==> config.mk <==
export PLATFORM = sky130hd
export DESIGN_NAME = gb3_kernel
export DESIGN_NICKNAME = d
export VERILOG_FILES = /design/src/rtl/gb3_pkg.sv /design/src/rtl/gb3_kernel.sv
export SDC_FILE = /design/constraint.sdc
export NUM_CORES = 1
export LEC_CHECK = 0
export ABC_AREA = 1
export BUFFER_PORTS_ARGS = -buffer_cell sky130_fd_sc_hd__buf_2
export CORE_MARGIN = 2
export CORE_UTILIZATION = 52
export DETAILED_ROUTE_END_ITERATION = 16
export MAX_ROUTING_LAYER = met4
export PLACE_DENSITY_LB_ADDON = 0.2
export SLEW_MARGIN = 30
export SYNTH_ARGS = -nofsm -noshare
export SYNTH_HDL_FRONTEND = slang
export SYNTH_SLANG_ARGS = --single-unit
==> constraint.sdc <==
create_clock -name vclk -period 10.5
set_input_delay 2.1 -clock vclk [all_inputs]
set_output_delay 2.1 -clock vclk [all_outputs]
set_load 0.005 [all_outputs]
==> src/rtl/gb3_pkg.sv <==
// shared types and constants for the 3x3 gaussian blur
`default_nettype none

package gb3_pkg;

  localparam int PIX_W        = 8;
  localparam int COL_W        = 10;
  localparam int ROW_W        = 12;
  localparam int WIDTH_REG_W  = 11;
  localparam int HEIGHT_REG_W = 13;
  localparam int CFG_ADDR_W   = 2;
  localparam int CFG_DATA_W   = 13;
  localparam int OUT_TDATA_W  = 32;
  localparam int LINE_DEPTH   = 1024;

  localparam logic [WIDTH_REG_W-1:0]  MAX_WIDTH    = 11'd1024;
  localparam logic [HEIGHT_REG_W-1:0] MAX_HEIGHT   = 13'd4096;
  localparam logic [WIDTH_REG_W-1:0]  RESET_WIDTH  = 11'd64;
  localparam logic [HEIGHT_REG_W-1:0] RESET_HEIGHT = 13'd64;

  localparam logic [CFG_ADDR_W-1:0] REG_IMAGE_WIDTH  = 2'd0;
  localparam logic [CFG_ADDR_W-1:0] REG_IMAGE_HEIGHT = 2'd1;

  typedef logic [PIX_W-1:0] pix_t;
  typedef logic [COL_W-1:0] col_t;
  typedef logic [ROW_W-1:0] row_t;

  // one line buffer word: pixel two lines up and one line up
  typedef struct packed {
    pix_t top;
    pix_t mid;
  } col_pair_t;

  // left column (x-2) and centre column (x-1) of the neighborhood
  typedef struct packed {
    pix_t l_top;
    pix_t l_mid;
    pix_t l_bot;
    pix_t c_top;
    pix_t c_mid;
    pix_t c_bot;
  } win_t;

  // one result, pixel in the lowest bits
  typedef struct packed {
    logic eof;
    row_t y;
    col_t x;
    pix_t pix;
  } res_t;

endpackage

`default_nettype wire

==> src/rtl/gb3_kernel.sv <==
// 1-2-1 weighted 3x3 sum, divided by 16 and rounded down
`default_nettype none

module gb3_kernel import gb3_pkg::*; (
  input  win_t win,
  input  pix_t r_top,
  input  pix_t r_mid,
  input  pix_t r_bot,
  output pix_t filt
);

  localparam int SUM_W = PIX_W + 4;

  logic [SUM_W-1:0] corners;
  logic [SUM_W-1:0] edges;
  logic [SUM_W-1:0] sum;

  always_comb begin
    corners = SUM_W'(win.l_top) + SUM_W'(win.l_bot) + SUM_W'(r_top) + SUM_W'(r_bot);
    edges   = SUM_W'(win.l_mid) + SUM_W'(win.c_top) + SUM_W'(win.c_bot) + SUM_W'(r_mid);
    sum     = corners + (edges << 1) + (SUM_W'(win.c_mid) << 2);
    filt    = sum[SUM_W-1:4];
  end

endmodule

`default_nettype wire

Yosys cells after proc, flatten, opt, wreduce, memory -nomap -nowiden:

Index checks and enable logic that the tools add are counted.

* flip-flop bits (word level): 0
* bits of input ports: 72
* output and inout bits: 8
* word-level logic and storage cells: 8

* $add $sub $neg: 8

Operators with widths (number)
* $add A10 B8 Y11: 2
* $add A9 B8 Y10: 2
* $add A8 B8 Y9: 2
* $add A11 B12 Y12: 1
* $add A12 B10 Y12: 1

Depth between registers and ports, before layout:

Gate-level depths: netlist (run 1).

* word-level depth: 5
* gate-level depth with buffers: 24
* mapped depth without buffers: 24

Worst setup path before layout (run 1):

No wires, ideal clock.

* path kind: in2out
* start point: input win[1] (netlist bit)
* end point: output filt[3]
* arrival: 6.515 ns
* data required time: 8.400 ns
* path slack: 1.885 ns
* cell stages on the path: 18
* path buffers: 0
* path through: inv_1 fa_1 fa_1 inv_1 ha_1 inv_1 fa_1 o21ai_2 xnor2_1 fa_1 fa_1 fa_1 inv_1 ha_1 a21oi_1 o21ai_1 a21oi_1 xor2_1

* word-level cells in the longest chain between the ends: 4

Ends and longest elaborated chain
* start: declaration: RTL line gb3_kernel.sv:5 `input win_t win,`
* $add A9 B8 Y10: RTL line gb3_kernel.sv:20 `edges = SUM_W'(win.l_mid) + SUM_W'(win.c_top) + SUM_W'(win.c_bot) + SUM_W'(r_mid);`
* $add A10 B8 Y11: RTL line gb3_kernel.sv:20
* $add A11 B12 Y12: RTL line gb3_kernel.sv:21 `sum = corners + (edges << 1) + (SUM_W'(win.c_mid) << 2);`
* $add A12 B10 Y12: RTL line gb3_kernel.sv:21
* end: declaration: RTL line gb3_kernel.sv:9 `output pix_t filt`

No other way between the ends.

Final worst setup path (run 1):

Same ends and word-level chain as after synthesis.

==> run summary, run 1 <==
Via count -> 1742
Max Slew Vio Count -> 0
Final setup TNS -> 0 ps
Final Setup Violations -> 0
Vias/cell -> 4.54
Initial core utilization -> 0.548
Max-cap violations -> 0
Die Area -> 0.00440 mm2
Rows -> 22
Slew headroom -> 0.813
Most area-consuming cells after synthesis -> fa_1, inv_1, ha_1, nand2_1, xor2_1
Hold_buf cts -> 0
Final hold violation count -> 0
Total track usage -> 0.198
Cell Count, Final, Fillers Out -> 384
Routed WL per cell -> 9.42 um
Crit share post-route -> 0.860
First-pass GRT wire length -> 6.78 mm
Num ports -> 80
Remaining global-route overflow -> 0
Sequential area share after synthesis -> 0
Clk_buf instances -> 0
IO buf count -> 80
Final Wtd Congestion -> 0.849
Initial antenna violation count -> 0
Post-Synthesis Net Count -> 396
Number of fill cells -> 350
Minimum clock period -> 9030 ps
Critical path type -> in -> out
HP Class -> in -> out
Final wirelength -> 3.62 mm
Max FO, Critical Path -> 4
Initial DRC count -> 33
WP data required -> 8400 ps
Hold depth -> 7
Area grow syn2layout -> 22.8%
CORE AREA -> 0.00369 mm2
Fin nets -> 478
Synth top cells by count -> inv_1, fa_1, nand2_1
# placed instances -> 384
Layout cell share with drive strength beyond 1 -> 0.253
ANT cells -> 0
Yosys top cell area share -> 0.446
Die Y-Extent -> 66.4 um
CTS resizes -> 0
Syn avg cell area -> 7.90 um2
Post-CTS setup buffer count -> 0
Status -> finished, final reports clean
Critical Path Start Type -> primary input
Netlist Area Pre-Place -> 0.00202 mm2
Yosys cell types -> 21
HPWL after detailed placement -> 3.58 mm
Most common cell in the netlist -> inv_1
Number of global-route vias before repair -> 1853
RSZ-0062 raised after global routing -> false
Multi-input gate area -> 0.00163 mm2
Seq cells -> 0
CP Capture Type -> output port
Remaining DRCs -> 0
Synth warn -> 0
FMAX -> 0.111 GHz
Mapped Cells -> 256
Crit path DAT -> 6930 ps
Die Wd -> 66.4 um
Seq. cell area -> 0 um2
Drt first pass iters -> 4
Worst slew pin tran -> 277 ps
Post-DRT Antenna Nets -> 0
Pin count of the biggest net entering global routing -> 7
Top cell type by total area after synthesis -> fa_1
[cell usage in the layout, fill, tap and decap left out]
| cell | synthesis | routed |
|---|---|---|
| inv_1 | 105 | 105 |
| buf_2 | 0 | 80 |
| fa_1 | 45 | 45 |
| nand2_1 | 31 | 31 |
| ha_1 | 23 | 23 |
| a21oi_1 | 10 | 10 |
| xor2_1 | 8 | 8 |
| nand3_1 | 7 | 7 |
| nor2_1 | 6 | 6 |
| o21ai_0 | 3 | 3 |
| o21ai_2 | 2 | 2 |
| nor3_1 | 2 | 2 |
| a21o_1 | 2 | 2 |
| xnor2_1 | 2 | 2 |
| a31oi_1 | 2 | 2 |
| nand4_1 | 2 | 2 |
| o31ai_1 | 1 | 1 |
| nand3_2 | 1 | 1 |
| nand2_2 | 1 | 1 |
| a21oi_2 | 1 | 1 |
| o21ai_1 | 1 | 1 |
| o21bai_1 | 1 | 1 |
[metal layers]
layer	up-vias	part of all wire	track usage	wire, um
met5	-	0	-	0
met4	0	0	0.00765	0
met3	0	0.053	0.00341	190
met2	48	0.56	0.423	2020
met1	805	0.39	0.207	1410
li1	889	-	-	-
[worst max-delay path: stages]
cell and delay [ps]:
buf_2 80, inv_1 50, fa_1 560, fa_1 420, inv_1 70, ha_1 190
inv_1 60, fa_1 420, o21ai_2 230, xnor2_1 160, fa_1 460, fa_1 480
fa_1 550, inv_1 40, ha_1 330, a21oi_1 200, o21ai_1 120, a21oi_1 150
xor2_1 150, buf_2 120
[worst paths after layout]
check / from / end / slack (ps)
worst max-delay path: win[1] / filt[3] / 1470
worst min-delay path: r_bot[0] / filt[0] / 4720
[final cells by class]
| type | count | area share |
|---|---|---|
| multi-input cells | 151 | 0.656 |
| repair buffers | 80 | 0.161 |
| inverters | 105 | 0.159 |
| well taps | 48 | 0.0242 |
[stage by stage]
stage / cell area (um2) / worst slack (ps) / hold WS (ps) / utilization
floorplan: 2020 / 1880 / 4500 / -
global placement: 2480 / 1560 / 4730 / 0.673
detailed placement: 2480 / 1450 / 4720 / 0.673
CTS: 2480 / 1430 / 4730 / 0.673
global route: 2480 / 1150 / 4840 / 0.673
finish: 2480 / 1470 / 4720 / 0.673
[kinds of logic (layout without fill, tap and decap cells)]
logic type	Yosys count	in the layout	share of synthesized area
AO/OA/AOI/OAI	23	23	0.0687
XOR/XNOR	10	10	0.0433
adder cells (fa/ha/maj)	68	68	0.588
buffers and inverters	105	185	0.195
AND/OR/NAND/NOR	50	50	0.105
Power of run 1 is left out: the tool's default activity adds up to more than one toggle a clock period on the data nets, which glitch-free logic cannot reach.
==> run 2, diff against run 1 <==
--- a/config.mk
+++ b/config.mk
@@ -7,7 +7,6 @@
 export LEC_CHECK = 0
 export ABC_AREA = 1
 export BUFFER_PORTS_ARGS = -buffer_cell sky130_fd_sc_hd__buf_2
-export CORE_MARGIN = 2
 export CORE_UTILIZATION = 52
 export DETAILED_ROUTE_END_ITERATION = 16
 export MAX_ROUTING_LAYER = met4
==> run 2 against run 1 <==
Effect of this change:
- flip-flop and latch count did not move
- largest cell class unchanged
- global-route usage rose by 0.23 points
- first-iteration DRC count rose by 18%
- utilization did not move
- non-clock buffer count did not move
==> run summary, run 2 (synthesis results as in run 1) <==
Status -> finished, final reports clean
Worst path buffer plus inverter count -> 6
Routed WL per cell -> 8.72 um
RSZ-0062 raised after global routing -> false
Die Wd -> 64.4 um
Worst slew pin tran -> 290 ps
Final Wtd Congestion -> 0.856
ANT cells -> 0
Max Slew Vio Count -> 0
Total track usage -> 0.200
Commonest non-fill, non-tap cell in the layout -> inv_1
CTS resizes -> 0
First-pass GRT wire length -> 6.64 mm
Critical-path cell list -> buf_2 > inv_1 > fa_1 > fa_1 > inv_1 > ha_1 > a21oi_1 > nand2_1 > a21oi_1 > xor2_1 > fa_1 > fa_1 > fa_1 > inv_1 > ha_1 > inv_1 > o21ai_0 > a31oi_1 > nand2_1 > nand2_1 > nand2_1 > buf_2
Vias/cell -> 4.53
Max-cap violations -> 0
FMAX -> 0.111 GHz
Num ports -> 80
Seq cells -> 0
Hold_buf cts -> 0
HPWL after detailed placement -> 3.34 mm
Post-DRT Antenna Nets -> 0
Pin count of the biggest net entering global routing -> 7
Final Setup Violations -> 0
Most frequent cells in the layout -> inv_1, buf_2, fa_1, nand2_1, ha_1
Final wirelength -> 3.35 mm
Die Y-Extent -> 64.4 um
Max FO, Critical Path -> 4
IO buf count -> 80
Final setup TNS -> 0 ps
Grt met3 use -> 0.00536
Rows -> 22
Worst path max stage delay -> 540 ps
WP data required -> 8400 ps
Cell mode on critical path -> fa_1
Number of fill cells -> 341
Fin nets -> 478
Seq. cell area -> 0 um2
Critical path type -> in -> out
Initial core utilization -> 0.548
Crit share post-route -> 0.856
Final hold violation count -> 0
Remaining DRCs -> 0
Slew headroom -> 0.804
Remaining global-route overflow -> 0
Layout cell share with drive strength beyond 1 -> 0.253
HP Class -> in -> out
Initial DRC count -> 39
CP Capture Type -> output port
Met1 Track Usage GR -> 0.251
Busiest grt layer -> met2
Crit path DAT -> 6890 ps
M2 GR Usage -> 0.379
Die Area -> 0.00414 mm2
Initial antenna violation count -> 0
Slowest stage cell, crit path -> fa_1
Number of global-route vias before repair -> 1775
Post-CTS setup buffer count -> 0
Critical Path Start Type -> primary input
Area grow syn2layout -> 22.8%
Drt first pass iters -> 4
CP delay by family, top -> adder cells
Via count -> 1741
CORE AREA -> 0.00369 mm2
Minimum clock period -> 8990 ps
Clk_buf instances -> 0
==> run 2: metrics by stage <==
| stage | setup slack (ps) | hold slack, ps | util | area (um2) | std cells |
|---|---|---|---|---|---|
| floorplan | 1880 | 4500 | - | 2020 | 256 |
| global placement | 1570 | 4740 | 0.673 | 2480 | 384 |
| detailed placement | 1520 | 4740 | 0.673 | 2480 | 384 |
| CTS | 1520 | 4740 | 0.673 | 2480 | 384 |
| global route | 1230 | 4800 | 0.673 | 2480 | 384 |
| finish | 1510 | 4730 | 0.673 | 2480 | 384 |
==> run 2: final cells by class <==
class	count	area, um2	area share
Multi-Input combinational cell	151	1630	0.656
Timing Repair Buffer	80	400	0.161
Tap cell	48	60.1	0.0242
Inverter	105	394	0.159
==> run 2: routing by layer <==
metal | routed length [um] | vias to the layer above
met1 | 1450 | 800
met4 | 0 | 0
li1 | - | 892
met2 | 1740 | 49
met5 | 0 | -
met3 | 158 | 0
==> run 2: worst paths after layout <==
check	start	to	slack, ps	cells past startpoint
worst max-delay path	win[3]	filt[6]	1510	22
worst min-delay path	r_bot[0]	filt[0]	4730	7
Power of run 2 is left out for the same reason.
